$ cat src/mbr_pkg.sv
// ----------------------------------------------------------------------------
// mbr_pkg: shared types and constants of the markup bracket rewriter
// Holds the command that the front end queues for the back end, the slot
// layout of one command and the fixed prefix and suffix byte strings.
// ----------------------------------------------------------------------------
package mbr_pkg;

	// Output slots of one command: lead byte, second byte, prefix, suffix
	localparam int SLOT_N = 14;
	localparam int SLOT_W = 4;

	localparam logic [SLOT_W-1:0] SLOT_A    = 4'd0;
	localparam logic [SLOT_W-1:0] SLOT_B    = 4'd1;
	localparam logic [SLOT_W-1:0] SLOT_PRE0 = 4'd2;
	localparam logic [SLOT_W-1:0] SLOT_SUF0 = 4'd9;
	localparam logic [SLOT_W-1:0] SLOT_LAST = 4'd13;

	localparam logic [SLOT_N-1:0] PRE_MASK = 14'h01FC;
	localparam logic [SLOT_N-1:0] SUF_MASK = 14'h3E00;

	// Configuration register indexes
	localparam logic CFG_OPEN  = 1'b0;
	localparam logic CFG_CLOSE = 1'b1;

	localparam logic [7:0] OPEN_RST  = 8'd91;
	localparam logic [7:0] CLOSE_RST = 8'd93;

	// Scan modes of the front end
	localparam logic [1:0] MODE_TEXT       = 2'd0;
	localparam logic [1:0] MODE_HELD_OPEN  = 2'd1;
	localparam logic [1:0] MODE_MARKUP     = 2'd2;
	localparam logic [1:0] MODE_HELD_CLOSE = 2'd3;

	// <%get("  and  ");%>
	localparam logic [7:0] PRE_CHARS [0:6] = '{8'h3C, 8'h25, 8'h67, 8'h65, 8'h74, 8'h28, 8'h22};
	localparam logic [7:0] SUF_CHARS [0:4] = '{8'h22, 8'h29, 8'h3B, 8'h25, 8'h3E};

	typedef struct packed {
		logic [7:0]        byte_a;
		logic [7:0]        byte_b;
		logic [SLOT_N-1:0] slots;
		logic              err;
		logic              last;
	} mbr_cmd_t;

	typedef struct packed {
		logic full;
		logic empty;
	} mbr_qstat_t;

	// Byte carried by one slot of a command
	function automatic logic [7:0] mbr_slot_char(input logic [SLOT_W-1:0] k,
			input logic [7:0] a, input logic [7:0] b);
		logic [7:0] ch;
		begin
			if (k == SLOT_A) begin
				ch = a;
			end else if (k == SLOT_B) begin
				ch = b;
			end else if (k < SLOT_SUF0) begin
				ch = PRE_CHARS[3'(k - SLOT_PRE0)];
			end else if (k <= SLOT_LAST) begin
				ch = SUF_CHARS[3'(k - SLOT_SUF0)];
			end else begin
				ch = '0;
			end
			return ch;
		end
	endfunction

endpackage

$ cat src/mbr_in_if.sv
// ----------------------------------------------------------------------------
// mbr_in_if: input channel of the markup bracket rewriter
// Valid/ready channel carrying one page byte and its end-of-page mark.
// ----------------------------------------------------------------------------
interface mbr_in_if;
	logic       valid;
	logic       ready;
	logic [7:0] in_char;
	logic       end_of_input;

	modport source (output valid, output in_char, output end_of_input, input ready);
	modport sink   (input valid, input in_char, input end_of_input, output ready);
endinterface

$ cat src/mbr_out_if.sv
// ----------------------------------------------------------------------------
// mbr_out_if: output channel of the markup bracket rewriter
// Valid/ready channel carrying one rewritten byte and its framing flags.
// ----------------------------------------------------------------------------
interface mbr_out_if;
	logic       valid;
	logic       ready;
	logic [7:0] out_char;
	logic       run_last;
	logic       stream_last;
	logic       unclosed_error;

	modport source (output valid, output out_char, output run_last, output stream_last,
		output unclosed_error, input ready);
	modport sink   (input valid, input out_char, input run_last, input stream_last,
		input unclosed_error, output ready);
endinterface

$ cat src/mbr_front.sv
// ----------------------------------------------------------------------------
// mbr_front: scanner of the markup bracket rewriter
// Holds the delimiter registers and the scan mode, classifies each accepted
// byte and turns it into at most one command for the back end.
// ----------------------------------------------------------------------------
module mbr_front (
	input  logic               clk,
	input  logic               arst_n,
	mbr_in_if.sink             in_ch,
	input  logic               cfg_we,
	input  logic               cfg_index,
	input  logic [7:0]         cfg_wdata,
	input  mbr_pkg::mbr_qstat_t q_stat,
	output logic               push,
	output mbr_pkg::mbr_cmd_t  push_cmd,
	output logic [1:0]         scan_mode
);
	import mbr_pkg::*;

	logic [7:0] open_q;
	logic [7:0] close_q;
	logic [1:0] mode_q;
	logic [1:0] mode_nx;
	logic [1:0] mode_mid;
	logic       accept;
	mbr_cmd_t   cmd;

	assign in_ch.ready = !q_stat.full;
	assign accept      = in_ch.valid && in_ch.ready;
	assign scan_mode   = mode_q;

	// Delimiter registers
	always_ff @(posedge clk or negedge arst_n) begin
		if (!arst_n) begin
			open_q  <= OPEN_RST;
			close_q <= CLOSE_RST;
		end else if (cfg_we) begin
			if (cfg_index == CFG_OPEN) begin
				open_q <= cfg_wdata;
			end else begin
				close_q <= cfg_wdata;
			end
		end
	end

	// Classify the byte and build its command
	always_comb begin
		cmd      = '0;
		mode_mid = mode_q;
		case (mode_q)
			MODE_TEXT: begin
				if (in_ch.in_char == open_q) begin
					mode_mid = MODE_HELD_OPEN;
				end else begin
					cmd.byte_a       = in_ch.in_char;
					cmd.slots[SLOT_A] = 1'b1;
				end
			end
			MODE_HELD_OPEN: begin
				if (in_ch.in_char == open_q) begin
					cmd.slots = cmd.slots | PRE_MASK;
					mode_mid  = MODE_MARKUP;
				end else begin
					cmd.byte_a        = open_q;
					cmd.byte_b        = in_ch.in_char;
					cmd.slots[SLOT_A] = 1'b1;
					cmd.slots[SLOT_B] = 1'b1;
					mode_mid          = MODE_TEXT;
				end
			end
			MODE_MARKUP: begin
				if (in_ch.in_char == close_q) begin
					mode_mid = MODE_HELD_CLOSE;
				end else begin
					cmd.byte_a        = in_ch.in_char;
					cmd.slots[SLOT_A] = 1'b1;
				end
			end
			default: begin
				if (in_ch.in_char == close_q) begin
					cmd.slots = cmd.slots | SUF_MASK;
					mode_mid  = MODE_TEXT;
				end else begin
					cmd.byte_a        = close_q;
					cmd.byte_b        = in_ch.in_char;
					cmd.slots[SLOT_A] = 1'b1;
					cmd.slots[SLOT_B] = 1'b1;
					mode_mid          = MODE_MARKUP;
				end
			end
		endcase

		// End of page: flush a held delimiter, close an open span
		mode_nx  = mode_mid;
		cmd.last = in_ch.end_of_input;
		if (in_ch.end_of_input) begin
			case (mode_mid)
				MODE_HELD_OPEN: begin
					cmd.byte_a        = open_q;
					cmd.slots[SLOT_A] = 1'b1;
				end
				MODE_MARKUP: begin
					cmd.slots = cmd.slots | SUF_MASK;
					cmd.err   = 1'b1;
				end
				MODE_HELD_CLOSE: begin
					cmd.byte_a        = close_q;
					cmd.slots[SLOT_A] = 1'b1;
					cmd.slots         = cmd.slots | SUF_MASK;
					cmd.err           = 1'b1;
				end
				default: begin
				end
			endcase
			mode_nx = MODE_TEXT;
		end
	end

	// Only requests that produce output go to the queue
	assign push     = accept && (cmd.slots != '0);
	assign push_cmd = cmd;

	always_ff @(posedge clk or negedge arst_n) begin
		if (!arst_n) begin
			mode_q <= MODE_TEXT;
		end else if (accept) begin
			mode_q <= mode_nx;
		end
	end

endmodule

$ cat src/mbr_queue.sv
// ----------------------------------------------------------------------------
// mbr_queue: command queue of the markup bracket rewriter
// Small register FIFO between scanner and emitter; the head is visible
// combinationally to the emitter.
// ----------------------------------------------------------------------------
module mbr_queue #(
	parameter int DEPTH = 4
) (
	input  logic                clk,
	input  logic                arst_n,
	input  logic                push,
	input  mbr_pkg::mbr_cmd_t   push_cmd,
	input  logic                pop,
	output mbr_pkg::mbr_cmd_t   head,
	output mbr_pkg::mbr_qstat_t q_stat
);
	import mbr_pkg::*;

	localparam int PW = (DEPTH > 1) ? $clog2(DEPTH) : 1;
	localparam int CW = $clog2(DEPTH + 1);

	mbr_cmd_t       mem_q [DEPTH];
	logic [PW-1:0]  wr_q;
	logic [PW-1:0]  rd_q;
	logic [CW-1:0]  cnt_q;

	assign q_stat.full  = (cnt_q == CW'(DEPTH));
	assign q_stat.empty = (cnt_q == '0);
	assign head         = mem_q[rd_q];

	// Storage
	always_ff @(posedge clk) begin
		if (push) begin
			mem_q[wr_q] <= push_cmd;
		end
	end

	// Pointers and fill count
	always_ff @(posedge clk or negedge arst_n) begin
		if (!arst_n) begin
			wr_q  <= '0;
			rd_q  <= '0;
			cnt_q <= '0;
		end else begin
			if (push) begin
				wr_q <= (wr_q == PW'(DEPTH - 1)) ? '0 : wr_q + 1'b1;
			end
			if (pop) begin
				rd_q <= (rd_q == PW'(DEPTH - 1)) ? '0 : rd_q + 1'b1;
			end
			case ({push, pop})
				2'b10:   cnt_q <= cnt_q + 1'b1;
				2'b01:   cnt_q <= cnt_q - 1'b1;
				default: cnt_q <= cnt_q;
			endcase
		end
	end

endmodule

$ cat src/mbr_back.sv
// ----------------------------------------------------------------------------
// mbr_back: emitter of the markup bracket rewriter
// Walks the active slots of the head command into the output register, one
// byte per cycle while the output is not stalled, and pops the command after
// its last byte.
module mbr_back (
	input  logic              clk,
	input  logic              arst_n,
	input  mbr_pkg::mbr_cmd_t head,
	input  logic              head_valid,
	output logic              pop,
	mbr_out_if.source         out_ch
);
	import mbr_pkg::*;

	logic [SLOT_N-1:0] sent_q;
	logic [SLOT_N-1:0] left;
	logic [SLOT_N-1:0] rest;
	logic [SLOT_W-1:0] k;
	logic              load;
	logic              fire;
	logic              out_v_q;
	logic [7:0]        char_q;
	logic              run_last_q;
	logic              stream_last_q;
	logic              err_q;

	// Lowest slot not yet sent
	always_comb begin
		left = head.slots & ~sent_q;
		k    = '0;
		for (int i = SLOT_N - 1; i >= 0; i--) begin
			if (left[i]) begin
				k = SLOT_W'(i);
			end
		end
		rest = left & ~(SLOT_N'(1) << k);
	end

	assign load = !out_v_q || out_ch.ready;
	assign fire = load && head_valid;
	assign pop  = fire && (rest == '0);

	// Slot progress and output valid
	always_ff @(posedge clk or negedge arst_n) begin
		if (!arst_n) begin
			sent_q  <= '0;
			out_v_q <= 1'b0;
		end else begin
			if (fire) begin
				sent_q <= pop ? '0 : (sent_q | (SLOT_N'(1) << k));
			end
			if (load) begin
				out_v_q <= head_valid;
			end
		end
	end

	// Output payload
	always_ff @(posedge clk) begin
		if (fire) begin
			char_q        <= mbr_slot_char(k, head.byte_a, head.byte_b);
			run_last_q    <= pop;
			stream_last_q <= pop && head.last;
			err_q         <= head.err;
		end
	end

	assign out_ch.valid          = out_v_q;
	assign out_ch.out_char       = char_q;
	assign out_ch.run_last       = run_last_q;
	assign out_ch.stream_last    = stream_last_q;
	assign out_ch.unclosed_error = err_q;

endmodule

$ cat src/markup_bracket_rewriter.sv
// ----------------------------------------------------------------------------
// markup_bracket_rewriter: top level
// Rewrites doubled-delimiter markup spans of a byte stream into <%get("...");%>.
//
// in_ch takes one page byte per request, end_of_input on the last byte of a
// page. out_ch gives the rewritten bytes; run_last ends the bytes of one input
// request, stream_last ends the page, unclosed_error flags every byte of a
// final request whose page ended inside a markup span.
// cfg_we/cfg_index/cfg_wdata write open_delim (index 0) or close_delim
// (index 1); write only while the block is idle.
// Each result byte passes through the command queue and then the output
// register. The emitter sets the rate: one byte per cycle while the receiver
// is ready. Plain text flows at one input per cycle while the queue is not
// full; an input causing n bytes (up to 12) holds the emitter until its bytes
// are out, and the command queue (QUEUE_DEPTH entries) absorbs the input
// meanwhile; input stalls only once the queue is full.
// Inputs that cause no output (a held delimiter) never reach the emitter.
// Reset: delimiters return to '[' and ']', scan mode to plain text, queue and
// output register empty. A stalled receiver backs up the output register,
// then the queue, then in_ch.ready.
// ----------------------------------------------------------------------------
module markup_bracket_rewriter #(
	parameter int QUEUE_DEPTH = 4
) (
	input  logic       clk,
	input  logic       arst_n,
	mbr_in_if.sink     in_ch,
	mbr_out_if.source  out_ch,
	input  logic       cfg_we,
	input  logic       cfg_index,
	input  logic [7:0] cfg_wdata
);
	import mbr_pkg::*;

	logic       push;
	logic       pop;
	mbr_cmd_t   push_cmd;
	mbr_cmd_t   head;
	mbr_qstat_t q_stat;
	logic [1:0] scan_mode;

	mbr_front u_front (
		.clk       (clk),
		.arst_n    (arst_n),
		.in_ch     (in_ch),
		.cfg_we    (cfg_we),
		.cfg_index (cfg_index),
		.cfg_wdata (cfg_wdata),
		.q_stat    (q_stat),
		.push      (push),
		.push_cmd  (push_cmd),
		.scan_mode (scan_mode)
	);

	mbr_queue #(
		.DEPTH (QUEUE_DEPTH)
	) u_queue (
		.clk      (clk),
		.arst_n   (arst_n),
		.push     (push),
		.push_cmd (push_cmd),
		.pop      (pop),
		.head     (head),
		.q_stat   (q_stat)
	);

	mbr_back u_back (
		.clk        (clk),
		.arst_n     (arst_n),
		.head       (head),
		.head_valid (!q_stat.empty),
		.pop        (pop),
		.out_ch     (out_ch)
	);

	// A page end always leaves the scanner in plain text
	a_page_end_mode: assert property (@(posedge clk) disable iff (!arst_n)
		in_ch.valid && in_ch.ready && in_ch.end_of_input |=> scan_mode == MODE_TEXT)
		else $error("scan mode not cleared after page end");

	// Queue is never written while full
	a_no_overflow: assert property (@(posedge clk) disable iff (!arst_n)
		push |-> !q_stat.full)
		else $error("command queue overflow");

	// Nothing is popped from an empty queue
	a_no_underflow: assert property (@(posedge clk) disable iff (!arst_n)
		pop |-> !q_stat.empty)
		else $error("command queue underflow");

	// The page-final byte also closes its request
	a_stream_last_run: assert property (@(posedge clk) disable iff (!arst_n)
		out_ch.valid && out_ch.stream_last |-> out_ch.run_last)
		else $error("stream_last without run_last");

endmodule
$ cat src/flat_wrapper.sv
// flat-port wrapper written by rule: the top's interface ports become plain ports
module markup_bracket_rewriter_flat import mbr_pkg::*;
#(
	parameter int QUEUE_DEPTH = 4
)
  (clk, arst_n, cfg_we, cfg_index, cfg_wdata, in_ch_valid, in_ch_in_char, in_ch_end_of_input, in_ch_ready, out_ch_valid, out_ch_out_char, out_ch_run_last, out_ch_stream_last, out_ch_unclosed_error, out_ch_ready);
  mbr_in_if in_ch_i ();
  mbr_out_if out_ch_i ();
  input  logic clk;
  input  logic arst_n;
  input  logic cfg_we;
  input  logic cfg_index;
  input  logic [7:0] cfg_wdata;
  input wire logic [$bits(in_ch_i.valid)-1:0] in_ch_valid;
  input wire logic [$bits(in_ch_i.in_char)-1:0] in_ch_in_char;
  input wire logic [$bits(in_ch_i.end_of_input)-1:0] in_ch_end_of_input;
  output wire logic [$bits(in_ch_i.ready)-1:0] in_ch_ready;
  output wire logic [$bits(out_ch_i.valid)-1:0] out_ch_valid;
  output wire logic [$bits(out_ch_i.out_char)-1:0] out_ch_out_char;
  output wire logic [$bits(out_ch_i.run_last)-1:0] out_ch_run_last;
  output wire logic [$bits(out_ch_i.stream_last)-1:0] out_ch_stream_last;
  output wire logic [$bits(out_ch_i.unclosed_error)-1:0] out_ch_unclosed_error;
  input wire logic [$bits(out_ch_i.ready)-1:0] out_ch_ready;
  assign in_ch_i.valid = in_ch_valid;
  assign in_ch_i.in_char = in_ch_in_char;
  assign in_ch_i.end_of_input = in_ch_end_of_input;
  assign in_ch_ready = in_ch_i.ready;
  assign out_ch_valid = out_ch_i.valid;
  assign out_ch_out_char = out_ch_i.out_char;
  assign out_ch_run_last = out_ch_i.run_last;
  assign out_ch_stream_last = out_ch_i.stream_last;
  assign out_ch_unclosed_error = out_ch_i.unclosed_error;
  assign out_ch_i.ready = out_ch_ready;
  markup_bracket_rewriter #(.QUEUE_DEPTH(QUEUE_DEPTH)) u_core (.clk(clk), .arst_n(arst_n), .in_ch(in_ch_i), .out_ch(out_ch_i), .cfg_we(cfg_we), .cfg_index(cfg_index), .cfg_wdata(cfg_wdata));
endmodule
$ cat config.mk
export PLATFORM = sky130hd
export DESIGN_NAME = markup_bracket_rewriter_flat
export DESIGN_NICKNAME = d
export VERILOG_FILES = /design/src/mbr_pkg.sv /design/src/mbr_in_if.sv /design/src/mbr_out_if.sv /design/src/mbr_front.sv /design/src/mbr_queue.sv /design/src/mbr_back.sv /design/src/markup_bracket_rewriter.sv /design/src/flat_wrapper.sv
export SDC_FILE = /design/constraint.sdc
export NUM_CORES = 1
export LEC_CHECK = 0
export ABC_AREA = 1
export BUFFER_PORTS_ARGS = -buffer_cell sky130_fd_sc_hd__buf_2
export CAP_MARGIN = 40
export CORE_MARGIN = 2
export CORE_UTILIZATION = 45
export DETAILED_ROUTE_END_ITERATION = 8
export GPL_ROUTABILITY_DRIVEN = 1
export PLACE_DENSITY = 0.64
export REMOVE_ABC_BUFFERS = 1
export SLEW_MARGIN = 20
export SYNTH_ARGS = -nofsm -noshare
export SYNTH_HDL_FRONTEND = slang
export SYNTH_SLANG_ARGS = --single-unit
$ cat constraint.sdc
create_clock -name clk -period 12.1 [get_ports clk]
set_input_delay 1.21 -clock clk [delete_from_list [all_inputs] [get_ports clk]]
set_output_delay 1.21 -clock clk [all_outputs]
set_load 0.02 [all_outputs]
==> results summary <==
The top cell types in the final layout, fill and taps aside, are 139 x sky130_fd_sc_hd__nand2_1, 99 x sky130_fd_sc_hd__edfxtp_1, 93 x sky130_fd_sc_hd__inv_1. Once detail routing completed, the nets flagged for antenna violations numbered 0. The final sum of negative setup slack is 0 ns. Synthesis produced 726 cells. For this block, the initial DRC count from the detailed router was 439. Ranked by total cell area, the synthesized netlist is headed by sky130_fd_sc_hd__edfxtp_1 42%, sky130_fd_sc_hd__dfrtp_1 11%, sky130_fd_sc_hd__nand2_1 7.5%, sky130_fd_sc_hd__inv_1 5.0%, sky130_fd_sc_hd__o21ai_0 4.9%. The total non-filler cell area in the finished layout is 7990 sq um. The data required time at the worst endpoint came out at 12.39 ns. During I/O placement, the number of pins put on the boundary was 36. The total half-perimeter wirelength after legalization and detailed placement is 10900 um.

The met2 global-route usage is 33.5%. The cell type with the highest occurrence count on the critical path is sky130_fd_sc_hd__nand2_1. The post-synthesis register bit count came out at 139. The die outline area came out at 16600 sq um. The last weighted congestion value of the routability-driven placer came out at 0.888. The fraction of post-synthesis cell area in the top cell type by area is 42.5%. The number of global-route vias before repair came out at 5186.

For met3 alone, demand over resource in global routing was 5.53%. The count of flip-flops with a built-in enable after synthesis is 99. After detailed placement, the total cell area comes to 7390 sq um. The combined area of all synthesized cells came out at 7000 sq um.

The fill cell instance count of the final layout came out at 1320. The core footprint is 15200 sq um. The floorplan row count is 45.

The total area of multi-input combinational cells is 2520 sq um. The number of standard cells in the layout, taps in and fillers out is 969. The first global-routing pass estimated 25800 um of wire. The leakage power of the design came out at 3.32 nW. For the pin with the worst max-slew slack, the measured transition is 0.839 ns. The final antenna diode count is 0. The maximum fanout along the worst path is 24. The vertical die dimension is 129 um. The slowest library cell on the worst path is sky130_fd_sc_hd__dfrtp_1. The post-synthesis average cell area came out at 9.64 sq um. The library cell used most frequently in the layout, excluding fill and tap cells, is sky130_fd_sc_hd__nand2_1. Summed over all layers, the global routing overflow is 0. The flow ran to the end, and the final reports show no timing, DRC or antenna violations. The mean routed wirelength per cell came out at 16.3 um.

The number of max-cap violations came out at 0. STA classifies the critical path startpoint as a flop. Clock-pin slew was measured on the worst setup and hold paths at 0.06 ns. For this run, asynchronously set or reset flops after synthesis account for 28.8%. The number of buffers between clock root and the deepest sink is 2.

The detail-routed via count per cell is 5.40. Of all cell types, the one taking the most synthesized area is sky130_fd_sc_hd__edfxtp_1. The number of warnings reported in the yosys synthesis log came out at 0.

The start-to-end type of the worst setup path is reg -> reg. The max-slew violation count came out at 0. The area growth from synthesis to layout is 14.1%. The TritonCTS sink count came out at 139. In this run, post-CTS hold repair placed 0 buffers. Once the floorplan was initialized, standard cells occupied 46.0% of the core.

The worst hold path belongs to the class reg -> reg. STA classifies the critical path endpoint as a flop. The wire length reported by the detailed router is 15800 um. TritonCTS built the clock tree.

The number of H-tree levels came out at 4. The arrival time at the worst endpoint is 5.59 ns. After layout, the worst path uses 43.8% of the clock period. The max-slew headroom at the worst pin is 44.1%. The portion of the post-synthesis area used by sequential elements came out at 57.0%. For this run, the slowest stage of the critical path takes 0.89 ns.

Setup repair after global routing left no endpoint under its margin. The peak clock frequency supported by timing is 0.189 GHz. The die width came out at 129 um.

The total area of sequential cells is 3990 sq um. The number of setup buffers added after CTS came out at 0. met2 is the most crowded layer. The pin count of the biggest net entering global routing came out at 50.

The count of TritonRoute iterations in the first routing pass is 5. The worst clock skew came out at 0.0121 ns. The final route contains 5230 vias.

The final number of setup-violating endpoints is 0. The number of distinct library cells after synthesis came out at 46. The number of clock buffers inserted by TritonCTS is 17. The final-report hold violation count came out at 0. The most instantiated flip-flop cell in the synthesis netlist is sky130_fd_sc_hd__edfxtp_1. The number of gates resized after CTS came out at 0.

The number of port buffers came out at 35. The global-route track usage on met1 came out at 25.9%. The final net count is 801.

The power per cell area is 307 nW/um^2. The minimum period implied by the final worst setup slack came out at 5.30 ns. The global-route usage over all layers is 20.4%. CTS placed an instance of sky130_fd_sc_hd__clkbuf_16 at the clock tree root. The fraction of final layout cells sized beyond drive strength 1 came out at 19.0%. The post-placement cell count is 937.

IR analysis of the VDD net gives a maximum drop of 0.120 mV. The insertion delay of the later-clocked pin in the worst-skew pair came out at 0.43 ns. In the routed design, unresolved DRC markers number 0. The initial antenna violation count is 0.
where the power goes:
| part | switching [mW] | internal, mW | total, mW |
|---|---|---|---|
| Combinational | 0.797 | 0.363 | 1.16 |
| Sequential | 0.0607 | 0.707 | 0.768 |
| Clock | 0.202 | 0.325 | 0.527 |
state kept, by name, summed over array words and instances, names as in the netlist, 2 cells and up:
| register | cells |
|---|---|
| u_core.u_queue.rd_q | 2 |
| u_core.u_queue.mem_q | 88 |
| u_core.u_queue.wr_q | 2 |
| u_core.u_front.close_q | 8 |
| u_core.u_front.scan_mode | 2 |
| u_core.u_back.sent_q | 14 |
| u_core.u_back.out_ch.out_char | 8 |
| u_core.u_front.open_q | 8 |
| u_core.u_queue.cnt_q | 3 |
cells in the mapped netlist (2+ instances only):
cell	n
sky130_fd_sc_hd__nand2_4	7
sky130_fd_sc_hd__o211ai_1	8
sky130_fd_sc_hd__nor2_2	14
sky130_fd_sc_hd__o21ai_2	2
sky130_fd_sc_hd__edfxtp_1	99
sky130_fd_sc_hd__o22ai_1	24
sky130_fd_sc_hd__nand2_2	10
sky130_fd_sc_hd__o21ai_1	3
sky130_fd_sc_hd__clkbuf_1	13
sky130_fd_sc_hd__nand4_1	14
sky130_fd_sc_hd__a32o_1	2
sky130_fd_sc_hd__a21oi_4	2
sky130_fd_sc_hd__nor2_4	10
sky130_fd_sc_hd__ha_1	9
sky130_fd_sc_hd__inv_1	93
sky130_fd_sc_hd__o21bai_1	4
sky130_fd_sc_hd__nor2_1	80
sky130_fd_sc_hd__buf_1	2
sky130_fd_sc_hd__o21ai_0	69
sky130_fd_sc_hd__clkinv_1	2
sky130_fd_sc_hd__nand3_2	4
sky130_fd_sc_hd__buf_6	3
sky130_fd_sc_hd__xnor2_1	2
sky130_fd_sc_hd__dfstp_2	10
sky130_fd_sc_hd__a31oi_1	12
sky130_fd_sc_hd__a21oi_1	10
sky130_fd_sc_hd__nand3b_1	2
sky130_fd_sc_hd__nand3_1	20
sky130_fd_sc_hd__a221oi_1	2
sky130_fd_sc_hd__inv_2	5
sky130_fd_sc_hd__nand2_1	139
sky130_fd_sc_hd__o22ai_2	2
sky130_fd_sc_hd__o32ai_1	6
sky130_fd_sc_hd__dfrtp_1	30
layer usage:
layer | wire (um) | up-vias
met5 | 0 | -
met4 | 339 | 0
met3 | 898 | 30
met2 | 7580 | 195
met1 | 6960 | 2448
li1 | - | 2557
final cells by class:
class / instances / share of cell area [%]
Sequential cell: 139 / 49.9
Multi-Input combinational cell: 465 / 31.6
Clock buffer: 18 / 5.37
Inverter: 102 / 4.89
Timing Repair Buffer: 43 / 3.24
Tap cell: 188 / 2.95
Clock inverter: 14 / 2.08
per-stage QoR:
| stage | hold WS, ns | util [%] | setup slack [ns] | power, mW |
|---|---|---|---|---|
| floorplan | 0.446 | - | 7.16 | 1.61 |
| global placement | 0.461 | 48.4 | 6.99 | 1.90 |
| detailed placement | 0.476 | 48.6 | 6.85 | 1.93 |
| CTS | 0.483 | 52.5 | 6.81 | 2.47 |
| global route | 0.519 | 52.5 | 6.28 | 2.63 |
| finish | 0.492 | 52.5 | 6.80 | 2.46 |
final timing paths:
kind                                                          start                               endpoint  slack [ns]  cells past startpoint
worst max-delay path             u_core.u_queue.rd_q[1]$_DFFE_PN0N_    u_core.u_queue.cnt_q[2]$_DFFE_PN0P_        6.80                     35
worst min-delay path            u_core.u_queue.cnt_q[0]$_DFFE_PN0P_    u_core.u_queue.cnt_q[0]$_DFFE_PN0P_        0.49                      1
worst max register to register   u_core.u_queue.rd_q[1]$_DFFE_PN0N_    u_core.u_queue.cnt_q[2]$_DFFE_PN0P_        6.80                     35
worst min register to register  u_core.u_queue.cnt_q[0]$_DFFE_PN0P_    u_core.u_queue.cnt_q[0]$_DFFE_PN0P_        0.49                      1
max in group asynchronous                                    arst_n  u_core.u_front.close_q[0]$_DFFE_PN1P_       10.74                      2
min in group asynchronous                                    arst_n    u_core.u_back.sent_q[3]$_DFFE_PN0P_        0.78                      1
worst max-delay path: cells and delay by family (launching register included):
kind / cells / cell delay, ns
AND/OR/NAND/NOR: 23 / 2.00
buffers and inverters: 5 / 0.86
XOR/XNOR: 1 / 0.16
AO/OA/AOI/OAI: 3 / 0.43
adder cells (fa/ha/maj): 3 / 0.82
flip-flops: 1 / 0.89
cells by family after synthesis:
| kind of cell | count (synthesis) | synth area share [%] |
|---|---|---|
| AND/OR/NAND/NOR | 303 | 20.4 |
| buffers and inverters | 122 | 7.26 |
| XOR/XNOR | 3 | 0.376 |
| adder cells (fa/ha/maj) | 10 | 1.90 |
| AO/OA/AOI/OAI | 149 | 13.1 |
| flip-flops | 139 | 57.0 |
No activity file was read; power rests on OpenSTA's default activity.
